`src/rtl/rrbm_pkg.sv`:
```
// ----------------------------------------------------------------------------
// rrbm_pkg
// Shared types and constants of the ROM/RAM bank mapper.
// ----------------------------------------------------------------------------
package rrbm_pkg;

  localparam int MAX_ROM_BANKS_DEFAULT = 128;

  localparam int IN_DATA_W  = 32;
  localparam int OUT_DATA_W = 32;
  localparam int CFG_IDX_W  = 1;
  localparam int CFG_DATA_W = 8;
  localparam int PADDR_W    = 21;

  // result kinds
  localparam logic [2:0] KIND_ROM_READ  = 3'd0;
  localparam logic [2:0] KIND_RAM_READ  = 3'd1;
  localparam logic [2:0] KIND_OPEN_BUS  = 3'd2;
  localparam logic [2:0] KIND_RAM_WRITE = 3'd3;
  localparam logic [2:0] KIND_CONTROL   = 3'd4;
  localparam logic [2:0] KIND_FAULT     = 3'd5;

  // configuration register indexes
  localparam logic [CFG_IDX_W-1:0] REG_ROM_BANK_COUNT = 1'b0;
  localparam logic [CFG_IDX_W-1:0] REG_RAM_BANK_COUNT = 1'b1;

  localparam logic [7:0] RAM_ENABLE_BYTE  = 8'h0A;
  localparam logic [7:0] RAM_DISABLE_BYTE = 8'h00;
  localparam logic [7:0] RAM_MODE_MAX     = 8'h03;
  localparam logic [7:0] CLOCK_MODE_MIN   = 8'h08;
  localparam logic [7:0] CLOCK_MODE_MAX   = 8'h0C;
  localparam logic [6:0] ROM_BANK_MASK    = 7'h7F;

  typedef struct packed {
    logic capture;
    logic start_div;
    logic step_div;
    logic load_out;
  } rrbm_cmd_t;

  typedef struct packed {
    logic banked;
    logic div_last;
  } rrbm_status_t;

endpackage

```
`src/rtl/rrbm_ctrl.sv`:
```
// ----------------------------------------------------------------------------
// rrbm_ctrl
// Sequencer: takes an access, steps the bank remainder unit when needed and
// hands the result to the output register.
// ----------------------------------------------------------------------------
module rrbm_ctrl (
  input  logic                  clk,
  input  logic                  rst,
  input  logic                  in_tvalid,
  output logic                  in_tready,
  output logic                  out_tvalid,
  input  logic                  out_tready,
  input  rrbm_pkg::rrbm_status_t status,
  output rrbm_pkg::rrbm_cmd_t    cmd
);

  localparam logic [1:0] ST_IDLE   = 2'd0;
  localparam logic [1:0] ST_DECODE = 2'd1;
  localparam logic [1:0] ST_DIV    = 2'd2;
  localparam logic [1:0] ST_FIN    = 2'd3;

  logic [1:0] state;
  logic [1:0] state_next;
  logic       slot_free;

  assign in_tready = (state == ST_IDLE);
  assign slot_free = !out_tvalid || out_tready;

  always_comb begin
    state_next    = state;
    cmd.capture   = 1'b0;
    cmd.start_div = 1'b0;
    cmd.step_div  = 1'b0;
    cmd.load_out  = 1'b0;
    unique case (state)
      ST_IDLE: begin
        if (in_tvalid) begin
          cmd.capture = 1'b1;
          state_next  = ST_DECODE;
        end
      end
      ST_DECODE: begin
        if (status.banked) begin
          cmd.start_div = 1'b1;
          state_next    = ST_DIV;
        end else if (slot_free) begin
          cmd.load_out = 1'b1;
          state_next   = ST_IDLE;
        end else begin
          state_next = ST_FIN;
        end
      end
      ST_DIV: begin
        cmd.step_div = 1'b1;
        if (status.div_last) state_next = ST_FIN;
      end
      ST_FIN: begin
        if (slot_free) begin
          cmd.load_out = 1'b1;
          state_next   = ST_IDLE;
        end
      end
      default: state_next = ST_IDLE;
    endcase
  end

  always_ff @(posedge clk) begin
    if (rst) begin
      state      <= ST_IDLE;
      out_tvalid <= 1'b0;
    end else begin
      state <= state_next;
      if (cmd.load_out) out_tvalid <= 1'b1;
      else if (out_tready) out_tvalid <= 1'b0;
    end
  end

endmodule

```
`src/rtl/rrbm_dp.sv`:
```
// ----------------------------------------------------------------------------
// rrbm_dp
// Datapath: access register, bank state, address decode, two-bit-per-cycle
// ROM bank remainder unit and result register.
// ----------------------------------------------------------------------------
module rrbm_dp #(
  parameter int MaxRomBanks = rrbm_pkg::MAX_ROM_BANKS_DEFAULT
) (
  input  logic                            clk,
  input  logic                            rst,
  input  logic [rrbm_pkg::IN_DATA_W-1:0]  in_data,
  input  logic                            cfg_we,
  input  logic [rrbm_pkg::CFG_IDX_W-1:0]  cfg_index,
  input  logic [rrbm_pkg::CFG_DATA_W-1:0] cfg_data,
  input  rrbm_pkg::rrbm_cmd_t             cmd,
  output rrbm_pkg::rrbm_status_t          status,
  output logic [rrbm_pkg::OUT_DATA_W-1:0] out_data
);

  localparam logic [7:0] MAX_CNT = 8'(MaxRomBanks);

  // captured access
  logic        acc_write;
  logic [15:0] acc_addr;
  logic [7:0]  acc_byte;

  // configuration
  logic [7:0] rom_bank_count;
  logic [2:0] ram_bank_count;

  // bank state
  logic [6:0] rom_bank_select;
  logic [7:0] aux_bank_select;
  logic       ram_enabled;
  logic       clock_mode_selected;

  // remainder unit
  logic [7:0] rem;
  logic [7:0] dvd;
  logic [1:0] cnt;

  // result
  logic [2:0]                       res_kind;
  logic [rrbm_pkg::PADDR_W-1:0]     res_addr;
  logic [7:0]                       res_byte;

  logic [7:0] eff_rom;
  logic [2:0] eff_ram;
  logic [7:0] ram_sel;
  logic       in_ram;
  logic [2:0] dec_kind;
  logic [rrbm_pkg::PADDR_W-1:0] dec_addr;
  logic [7:0] dec_byte;
  logic       banked;
  logic [6:0] bank_nz;
  logic [8:0] t1;
  logic [8:0] t2;
  logic [7:0] r1;
  logic [7:0] r2;

  always_comb begin
    priority if (rom_bank_count < 8'd2) eff_rom = 8'd2;
    else if (rom_bank_count > MAX_CNT)   eff_rom = MAX_CNT;
    else                                 eff_rom = rom_bank_count;
    priority if (ram_bank_count == 3'd0) eff_ram = 3'd1;
    else if (ram_bank_count > 3'd4)      eff_ram = 3'd4;
    else                                 eff_ram = ram_bank_count;
  end

  assign in_ram   = (acc_addr[15:13] == 3'b101);
  assign ram_sel  = (acc_write && eff_ram == 3'd1) ? 8'd0 : aux_bank_select;
  assign banked   = !in_ram && !acc_addr[15] && !acc_write && acc_addr[14];
  assign bank_nz  = (rom_bank_select == 7'd0) ? 7'd1 : rom_bank_select;

  always_comb begin
    dec_kind = rrbm_pkg::KIND_CONTROL;
    dec_addr = '0;
    dec_byte = 8'd0;
    priority if (in_ram) begin
      priority if (!ram_enabled || clock_mode_selected) begin
        dec_kind = rrbm_pkg::KIND_OPEN_BUS;
      end else if (ram_sel >= {5'd0, eff_ram}) begin
        dec_kind = rrbm_pkg::KIND_FAULT;
      end else begin
        dec_addr = {6'd0, ram_sel[1:0], acc_addr[12:0]};
        if (acc_write) begin
          dec_kind = rrbm_pkg::KIND_RAM_WRITE;
          dec_byte = acc_byte;
        end else begin
          dec_kind = rrbm_pkg::KIND_RAM_READ;
        end
      end
    end else if (acc_addr[15]) begin
      dec_kind = rrbm_pkg::KIND_FAULT;
    end else if (!acc_write) begin
      dec_kind = rrbm_pkg::KIND_ROM_READ;
      dec_addr = {5'd0, acc_addr};
    end else begin
      dec_kind = rrbm_pkg::KIND_CONTROL;
    end
  end

  // two restoring steps of bank % eff_rom
  always_comb begin
    t1 = {rem, dvd[7]};
    r1 = (t1 >= {1'b0, eff_rom}) ? 8'(t1 - {1'b0, eff_rom}) : t1[7:0];
    t2 = {r1, dvd[6]};
    r2 = (t2 >= {1'b0, eff_rom}) ? 8'(t2 - {1'b0, eff_rom}) : t2[7:0];
  end

  assign status.banked   = banked;
  assign status.div_last = (cnt == 2'd3);

  always_ff @(posedge clk) begin
    if (cmd.capture) begin
      acc_write <= in_data[0];
      acc_addr  <= in_data[16:1];
      acc_byte  <= in_data[24:17];
    end
    if (cmd.start_div) begin
      rem <= 8'd0;
      dvd <= {1'b0, bank_nz};
      cnt <= 2'd0;
    end else if (cmd.step_div) begin
      rem <= r2;
      dvd <= {dvd[5:0], 2'b00};
      cnt <= cnt + 2'd1;
    end
    if (cmd.load_out) begin
      if (banked) begin
        res_kind <= rrbm_pkg::KIND_ROM_READ;
        res_addr <= {rem[6:0], acc_addr[13:0]};
        res_byte <= 8'd0;
      end else begin
        res_kind <= dec_kind;
        res_addr <= dec_addr;
        res_byte <= dec_byte;
      end
    end
  end

  always_ff @(posedge clk) begin
    if (rst) begin
      rom_bank_count      <= 8'd2;
      ram_bank_count      <= 3'd1;
      rom_bank_select     <= 7'd1;
      aux_bank_select     <= 8'd0;
      ram_enabled         <= 1'b0;
      clock_mode_selected <= 1'b0;
    end else begin
      if (cfg_we) begin
        unique case (cfg_index)
          rrbm_pkg::REG_ROM_BANK_COUNT: rom_bank_count <= cfg_data;
          rrbm_pkg::REG_RAM_BANK_COUNT: ram_bank_count <= cfg_data[2:0];
          default: ;
        endcase
      end
      if (cmd.load_out && !banked && dec_kind == rrbm_pkg::KIND_CONTROL) begin
        unique case (acc_addr[14:13])
          2'b00: begin
            if (acc_byte == rrbm_pkg::RAM_ENABLE_BYTE) ram_enabled <= 1'b1;
            else if (acc_byte == rrbm_pkg::RAM_DISABLE_BYTE) ram_enabled <= 1'b0;
          end
          2'b01: rom_bank_select <= acc_byte[6:0] & rrbm_pkg::ROM_BANK_MASK;
          2'b10: begin
            if (acc_byte <= rrbm_pkg::RAM_MODE_MAX) clock_mode_selected <= 1'b0;
            else if (acc_byte >= rrbm_pkg::CLOCK_MODE_MIN &&
                     acc_byte <= rrbm_pkg::CLOCK_MODE_MAX) clock_mode_selected <= 1'b1;
            aux_bank_select <= acc_byte;
          end
          default: ;
        endcase
      end
    end
  end

  assign out_data = {res_byte, res_addr, res_kind};

endmodule

```
`src/rtl/rom_ram_bank_mapper.sv`:
```
// ----------------------------------------------------------------------------
// rom_ram_bank_mapper
// Cartridge ROM/RAM bank controller: translates CPU bus accesses into ROM or
// RAM byte addresses and applies control-range writes.
//
//   channel   dir  beat contents
//   in        in   mode, bus_address, write_byte
//   out       out  access_kind, physical_address, store_byte
//   cfg       in   cfg_index selects rom_bank_count (0) or ram_bank_count (1)
//
// A switchable-bank ROM read passes decode, the bank remainder unit (two bits
// a cycle) and a finish state; every other access skips the remainder unit.
// One access is in flight at a time; a result waiting in the output
// register does not block the next accept. Reset is synchronous and restores
// the bank state and configuration at once.
// ----------------------------------------------------------------------------
module rom_ram_bank_mapper #(
  parameter int MaxRomBanks = rrbm_pkg::MAX_ROM_BANKS_DEFAULT
) (
  input  logic                            clk,
  input  logic                            rst,
  input  logic                            s_axis_tvalid,
  output logic                            s_axis_tready,
  // [0] mode, [16:1] bus_address, [24:17] write_byte, [31:25] zero
  input  logic [rrbm_pkg::IN_DATA_W-1:0]  s_axis_tdata,
  output logic                            m_axis_tvalid,
  input  logic                            m_axis_tready,
  // [2:0] access_kind, [23:3] physical_address, [31:24] store_byte
  output logic [rrbm_pkg::OUT_DATA_W-1:0] m_axis_tdata,
  input  logic                            cfg_we,
  input  logic [rrbm_pkg::CFG_IDX_W-1:0]  cfg_index,
  input  logic [rrbm_pkg::CFG_DATA_W-1:0] cfg_data
);

  rrbm_pkg::rrbm_cmd_t    cmd;
  rrbm_pkg::rrbm_status_t status;

  rrbm_ctrl u_ctrl (
    .clk        (clk),
    .rst        (rst),
    .in_tvalid  (s_axis_tvalid),
    .in_tready  (s_axis_tready),
    .out_tvalid (m_axis_tvalid),
    .out_tready (m_axis_tready),
    .status     (status),
    .cmd        (cmd)
  );

  rrbm_dp #(
    .MaxRomBanks (MaxRomBanks)
  ) u_dp (
    .clk       (clk),
    .rst       (rst),
    .in_data   (s_axis_tdata),
    .cfg_we    (cfg_we),
    .cfg_index (cfg_index),
    .cfg_data  (cfg_data),
    .cmd       (cmd),
    .status    (status),
    .out_data  (m_axis_tdata)
  );

endmodule
```
`config.mk`:
```
export PLATFORM = sky130hd
export DESIGN_NAME = rom_ram_bank_mapper
export DESIGN_NICKNAME = d
export VERILOG_FILES = /design/src/rtl/rrbm_pkg.sv /design/src/rtl/rrbm_ctrl.sv /design/src/rtl/rrbm_dp.sv /design/src/rtl/rom_ram_bank_mapper.sv
export SDC_FILE = /design/constraint.sdc
export NUM_CORES = 1
export LEC_CHECK = 0
export BUFFER_PORTS_ARGS = -buffer_cell sky130_fd_sc_hd__buf_2
export CORE_ASPECT_RATIO = 0.7
export CORE_MARGIN = 3
export CORE_UTILIZATION = 35
export CTS_CLUSTER_DIAMETER = 60
export DETAILED_ROUTE_END_ITERATION = 8
export PLACE_DENSITY = 0.54
export SYNTH_ARGS = -nofsm -noshare
export SYNTH_HDL_FRONTEND = slang
export SYNTH_SLANG_ARGS = --single-unit
export TNS_END_PERCENT = 50
```
`constraint.sdc`:
```
create_clock -name clk -period 7.7 [get_ports clk]
set_clock_uncertainty 0.1 [all_clocks]
set_input_delay 1.155 -clock clk [delete_from_list [all_inputs] [get_ports clk]]
set_output_delay 1.155 -clock clk [all_outputs]
set_load 0.05 [all_outputs]
```
==> impl_metrics.toml, run 1 <==
[status]
outcome = "completed"

[clock_tree]
cts.repair_timing.setup_buffer_count = 0
clk_pin_slew_worst_paths_ns = 0.07
htreeDepth = 3
cts_tree = "built"
post_cts_resize_count = 0
clk_path_buf_depth = 2
holdBufCountCts = 0
clkSinkCount = 106
tritoncts.num_buffers = 9
clkLatencyLatePin_ns = 0.34
clock-root-buffer = "sky130_fd_sc_hd__clkbuf_16"

[timing]
timing.final.hold_violations = 0
setup_repair_after_global_routing_missed_its_margin = "no"
period_needed_ns = 4.78
whs_ns = 0.351
worst_slew_pin_slew_ns = 1.15
period_share_pct = 62.1
tns_ns = 0
final_max_slew_viol_count = 0
max_slew_margin_pct = 23.1
top_achievable_clock_speed_ghz = 0.209
final-setup-viol-count = 0

[power]
max-vdd-ir-drop_v = 0.000155
pwr_density_cell_nw_per_um2 = 357
fin_total_pwr_mw = 2.05
p_leak_nw = 2.30

[global_routing]
grt_max_degree = 35
first_global_vias = 3322
grt_use_total_pct = 13.9
grt_overflow = 0
antenna_found_initial = 0
grt_pass1_wl_mm = 17.1

[detailed_routing]
m1WireLength_mm = 5.51
via_per_inst = 4.93
routed_wire_length_mm = 10.4
route.met3.wl_um = 553
detail-route-antenna-nets = 0
route.detailed.wl_per_inst_um = 15.0
via_count = 3422
drt_first_iter_violations = 188
post-route-drc-count = 0
dr_wl_met2_mm = 4.24
drt_first_pass_iters = 5
highest_layer = "met4"

[critical_path]
ff2ff_setup_slack_ns = 2.92
critical_path_class = "reg -> reg"
worst_case_reg_to_reg_path_depth = 17
crit_path_end_kind = "register"
rr_endpoint = "u_dp.rem[0]"
critPathLaunchType = "register"
critPathRequiredTime_ns = 7.83
cp.arrival_ns = 4.91
path_max_fanout = 11
reg2reg_from = "u_dp.rom_bank_count[3]"

[die]
io_pins = 80
design.die.area_um2 = 15400
initial_standard_cell_utilization_of_the_core_pct = 36.5
die-height_um = 105
fp.coreArea_um2 = 13400
die_width_um = 147
placementRows = 35

[hold_path]
hp-class = "reg -> reg"
min_path_cells = 2
hold_path_end = "u_dp.dvd[7]"
min_from = "u_dp.dvd[5]"

[yosys]
post_synth_instance_area_um2 = 4890
netlist-cell-type-count = 56
yosys_register_bits = 106
synth.top_cells.by_area = "sky130_fd_sc_hd__edfxtp_1, sky130_fd_sc_hd__dfxtp_1, sky130_fd_sc_hd__ha_1, sky130_fd_sc_hd__mux2i_1, sky130_fd_sc_hd__nand2_1"
synthesis.yosys.warnings = 0
synth_largest_type_area_fraction_pct = 39.3
avgSynthCellArea_um2 = 11.3
ys_top_cells_by_count = "sky130_fd_sc_hd__edfxtp_1, sky130_fd_sc_hd__nand2_1, sky130_fd_sc_hd__dfxtp_1"
synth_fp_nets = 499
post_synth_edffs = 64
synth-seq-area-share_pct = 56.5
async_reset_ff_share_pct = 0
synthFlopType = "sky130_fd_sc_hd__edfxtp_1"
synth_most_common_cell = "sky130_fd_sc_hd__edfxtp_1"
postSynthCellCount = 431
synth_top_cell_by_area = "sky130_fd_sc_hd__edfxtp_1"

[finish]
antenna_cells = 0
utilization_pct = 42.8
flow.area_growth_from_synthesis_pct = 17.2
nNetsFinal = 572
layout-drive-gt1-share_pct = 21.4

[place]
place.port_buffers = 72
place.gp.congestion = 0.843
hpwlAfterDp_mm = 7.89

[job]
max_cap_violations = 0
[worst max path at each step]
stage	start	slack, ns	to
2_1_floorplan	u_dp.rom_bank_count[3]	3.50	u_dp.rem[0]
6_report	u_dp.rom_bank_count[3]	2.92	u_dp.rem[0]
3_3_place_gp	u_dp.rom_bank_count[3]	3.03	u_dp.rem[0]
4_1_cts	u_dp.rom_bank_count[3]	2.94	u_dp.rem[0]
5_1_grt	u_dp.rom_bank_count[3]	2.59	u_dp.rem[0]
3_5_place_dp	u_dp.rom_bank_count[3]	2.98	u_dp.rem[0]
[worst max-delay path, stage by stage (launching register included)]
cell	delay, ns
sky130_fd_sc_hd__dfxtp_1	0.33
sky130_fd_sc_hd__nor4_1	0.28
sky130_fd_sc_hd__nand2_1	0.10
sky130_fd_sc_hd__a21o_1	0.22
sky130_fd_sc_hd__ha_1	0.30
sky130_fd_sc_hd__nand2b_1	0.09
sky130_fd_sc_hd__a21oi_1	0.30
sky130_fd_sc_hd__o221ai_2	0.19
sky130_fd_sc_hd__nand3_1	0.31
sky130_fd_sc_hd__mux2_2	0.41
sky130_fd_sc_hd__ha_1	0.34
sky130_fd_sc_hd__and3_1	0.23
sky130_fd_sc_hd__a221oi_1	0.41
sky130_fd_sc_hd__a21boi_0	0.21
sky130_fd_sc_hd__a2111oi_2	0.23
sky130_fd_sc_hd__buf_4	0.25
sky130_fd_sc_hd__nor3_2	0.05
sky130_fd_sc_hd__a311o_1	0.32
[area by class of cell]
type	count	area [um2]
Fill cell	1311	7670
Sequential cell	106	2760
Multi-Input combinational cell	299	2030
Timing Repair Buffer	73	368
Tap cell	185	231
Clock buffer	10	229
Inverter	15	56.3
Clock inverter	6	52.6
[state kept, by name (all words and copies together) (netlist names), 2 cells and up, named ones only]
| signal | flops |
|---|---|
| u_dp.acc_addr | 16 |
| u_dp.acc_byte | 8 |
| u_dp.aux_bank_select | 8 |
| u_dp.cnt | 2 |
| u_dp.dvd | 8 |
| u_dp.ram_bank_count | 3 |
| u_dp.rem | 8 |
| u_dp.res_addr | 21 |
| u_dp.res_byte | 8 |
| u_dp.res_kind | 3 |
| u_dp.rom_bank_count | 8 |
| u_dp.rom_bank_select | 7 |
[logic make-up after synthesis]
family	after synthesis	synth area share, %
xor+xnor	8	1.43
compound gates	69	9.72
mux	31	6.63
flops	106	56.5
buf+inv	26	2.12
simple gates	169	17.7
fa+ha+maj	22	5.94
[cells in the final DEF, fill, tap and decap left out, drive strengths merged, types with 3 or more instances in the layout]
cell type	n
a211o	4
a211oi	3
a21o	4
a21oi	22
a31oi	3
and2	25
and3	15
buf	73
clkbuf	10
dfxtp	42
edfxtp	64
ha	20
inv	17
mux2	11
mux2i	20
nand2	48
nand2b	7
nand3	10
nor2	34
nor2b	10
nor3	6
nor4	4
o21ai	10
or3	3
xnor2	3
xor2	5
[power by group]
group	switching, mW	internal (mW)	total (mW)
logic	0.516	0.377	0.893
clock network	0.205	0.224	0.429
registers	0.0477	0.676	0.724
total	0.769	1.28	2.05
[per-layer routing]
metal  global-route usage [%]  vias up
met4                     3.39        0
met3                     3.99        8
met2                     19.1       83
met1                     21.4     1620
li1                         -     1711
met5                        0        -
[stage by stage]
step / std cells / setup WS, ns / instance area [um2]
floorplan: 431 / 3.50 / 4890
global placement: 678 / 3.03 / 5450
detailed placement: 678 / 2.98 / 5450
CTS: 694 / 2.94 / 5730
global route: 694 / 2.59 / 5730
finish: 694 / 2.92 / 5730
No activity file was read; power rests on OpenSTA's default activity.
==> inputs of run 2 (changes only) <==
Clock period 7.7 ns to 4.4 ns, I/O delays scaled along.
==> run 2 against run 1 <==
  * Non-clock buffer count rose by 25
  * Wire length rose by 2.1%
  * Die area did not move
  * Largest cell class unchanged
  * Highest routed layer unchanged
==> impl_metrics.toml, run 2 (synthesis gave the netlist of run 1 again) <==
[finish]
antenna_cells = 0
flip_flop_count_of_the_largest_register_all_copies_and_words_added = 21
layout-drive-gt1-share_pct = 28.5
nNetsFinal = 597
layout.cells.most_common = "sky130_fd_sc_hd__buf_2"
flow.area_growth_from_synthesis_pct = 23.7
finished_layout_cells = 719
layout_top_registers = "u_dp.res_addr (21), u_dp.acc_addr (16)"
post-route-cell-area_um2 = 6050
layout.cells.most_common_list = "sky130_fd_sc_hd__buf_2, sky130_fd_sc_hd__edfxtp_1, sky130_fd_sc_hd__nand2_1"
top_register = "u_dp.res_addr"
utilization_pct = 45.1

[detailed_routing]
detail-route-antenna-nets = 0
via_count = 3483
route.detailed.wl_per_inst_um = 14.8
drt_first_iter_violations = 175
via_per_inst = 4.84
post-route-drc-count = 0
routed_wire_length_mm = 10.6
drt_first_pass_iters = 4

[critical_path]
timing.critical_path.cells = "nor4_2, nand2_1, a21o_1, ha_4, nand2b_4, buf_4, a211oi_4, nor2b_1, xnor2_1, mux2_2, ha_1, and3_1, a221oi_2, a21boi_1, a2111oi_2, buf_4, nor3_2, a311o_1"
timing.critical_path.from = "u_dp.rom_bank_count[6]"
critPathRequiredTime_ns = 4.53
critical_path.n_buffers_inverters = 2
cp.arrival_ns = 4.36
crit_path_end_kind = "register"
critical_path_class = "reg -> reg"
reg2reg_from = "u_dp.rom_bank_count[6]"
path_max_fanout = 7
cpLargestDelayFamily = "compound AO/OA/AOI/OAI gates"
critPathLaunchType = "register"
max_stage_delay_cell_worst_path = "sky130_fd_sc_hd__dfxtp_2"
cpMostUsedCell = "sky130_fd_sc_hd__buf_4"
timing.critical_path.slowest_cell_delay_ns = 0.34

[timing]
top_achievable_clock_speed_ghz = 0.236
whs_ns = 0.335
timing.final.hold_violations = 0
period_needed_ns = 4.23
period_share_pct = 96.2
final_max_slew_viol_count = 0
max_slew_margin_pct = 22.6
final-setup-viol-count = 0
worst_slew_pin_slew_ns = 1.16

[die]
fp.coreArea_um2 = 13400
die_width_um = 147
placementRows = 35
initial_standard_cell_utilization_of_the_core_pct = 36.5
die-height_um = 105
io_pins = 80
design.die.area_um2 = 15400

[power]
max-vdd-ir-drop_v = 0.000334
pwr_density_cell_nw_per_um2 = 662
fin_total_pwr_mw = 4.00
p_leak_nw = 2.44

[place]
placedInstanceArea_um2 = 5610
placedCellCount = 699
place.gp.congestion = 0.805
place.port_buffers = 72
hpwlAfterDp_mm = 7.99

[clock_tree]
cts_tree = "built"
clkSinkCount = 106
holdBufCountCts = 0
clk_pin_slew_worst_paths_ns = 0.07
htreeDepth = 3
clkLatencyLatePin_ns = 0.34
clk_path_buf_depth = 2
tritoncts.num_buffers = 9
clock-root-buffer = "sky130_fd_sc_hd__clkbuf_16"

[hold_path]
min_from = "u_dp.dvd[5]"
hp-class = "reg -> reg"

[global_routing]
grt_pass1_wl_mm = 17.3
grt_overflow = 0
first_global_vias = 3377
grt_use_total_pct = 14.0
antenna_found_initial = 0
grt_max_degree = 35

[job]
max_cap_violations = 0

[status]
outcome = "completed"
## run 2: worst paths after layout
kind                 endpoint  cells past startpoint  slack [ns]
hold reg to reg   u_dp.dvd[7]                      2        0.33
setup reg to reg  u_dp.rem[0]                     18        0.17
setup / recovery  u_dp.rem[0]                     18        0.17
hold / removal    u_dp.dvd[7]                      2        0.33
## run 2: stage by stage
step / setup WS, ns / setup TNS [ns]
2_1_floorplan: 0.199 / 0
3_3_place_gp: -0.0213 / -0.0213
3_5_place_dp: -0.0584 / -0.0584
4_1_cts: 0.0110 / 0
5_1_grt: -0.0287 / -0.103
6_report: 0.166 / 0
## run 2: area by class of cell
class / instances / area (um2)
clock buffers: 10 / 229
clock inverters: 6 / 61.3
fillers: 1297 / 7350
inverters: 15 / 56.3
multi-input cells: 299 / 2150
flip-flops and latches: 106 / 2760
well taps: 185 / 231
repair buffers: 98 / 556
## run 2: power breakdown
| group | switching (mW) | internal [mW] |
|---|---|---|
| logic | 1.01 | 0.953 |
| registers | 0.0848 | 1.18 |
| clock network | 0.372 | 0.398 |
## run 2: what timing repair did
item / CTS / global route
buffers inserted: 0 / 4
pin swaps: 0 / 15
resized for setup: 1 / 24
setup endpoints to repair: 7 / 8
## run 2: worst register-to-register path, cell delays in order (launching register included)
cell and delay (ns):
sky130_fd_sc_hd__dfxtp_2 0.34, sky130_fd_sc_hd__nor4_2 0.27, sky130_fd_sc_hd__nand2_1 0.10, sky130_fd_sc_hd__a21o_1 0.22
sky130_fd_sc_hd__ha_4 0.31, sky130_fd_sc_hd__nand2b_4 0.06, sky130_fd_sc_hd__buf_4 0.14, sky130_fd_sc_hd__a211oi_4 0.26
sky130_fd_sc_hd__nor2b_1 0.10, sky130_fd_sc_hd__xnor2_1 0.13, sky130_fd_sc_hd__mux2_2 0.28, sky130_fd_sc_hd__ha_1 0.29
sky130_fd_sc_hd__and3_1 0.21, sky130_fd_sc_hd__a221oi_2 0.34, sky130_fd_sc_hd__a21boi_1 0.15, sky130_fd_sc_hd__a2111oi_2 0.30
sky130_fd_sc_hd__buf_4 0.23, sky130_fd_sc_hd__nor3_2 0.05, sky130_fd_sc_hd__a311o_1 0.27
## run 2: per-layer routing
metal / GRT usage [%] / routed length (um)
met1: 21.0 / 5510
met3: 3.73 / 483
met4: 3.92 / 126
met2: 19.9 / 4500
met5: 0 / 0
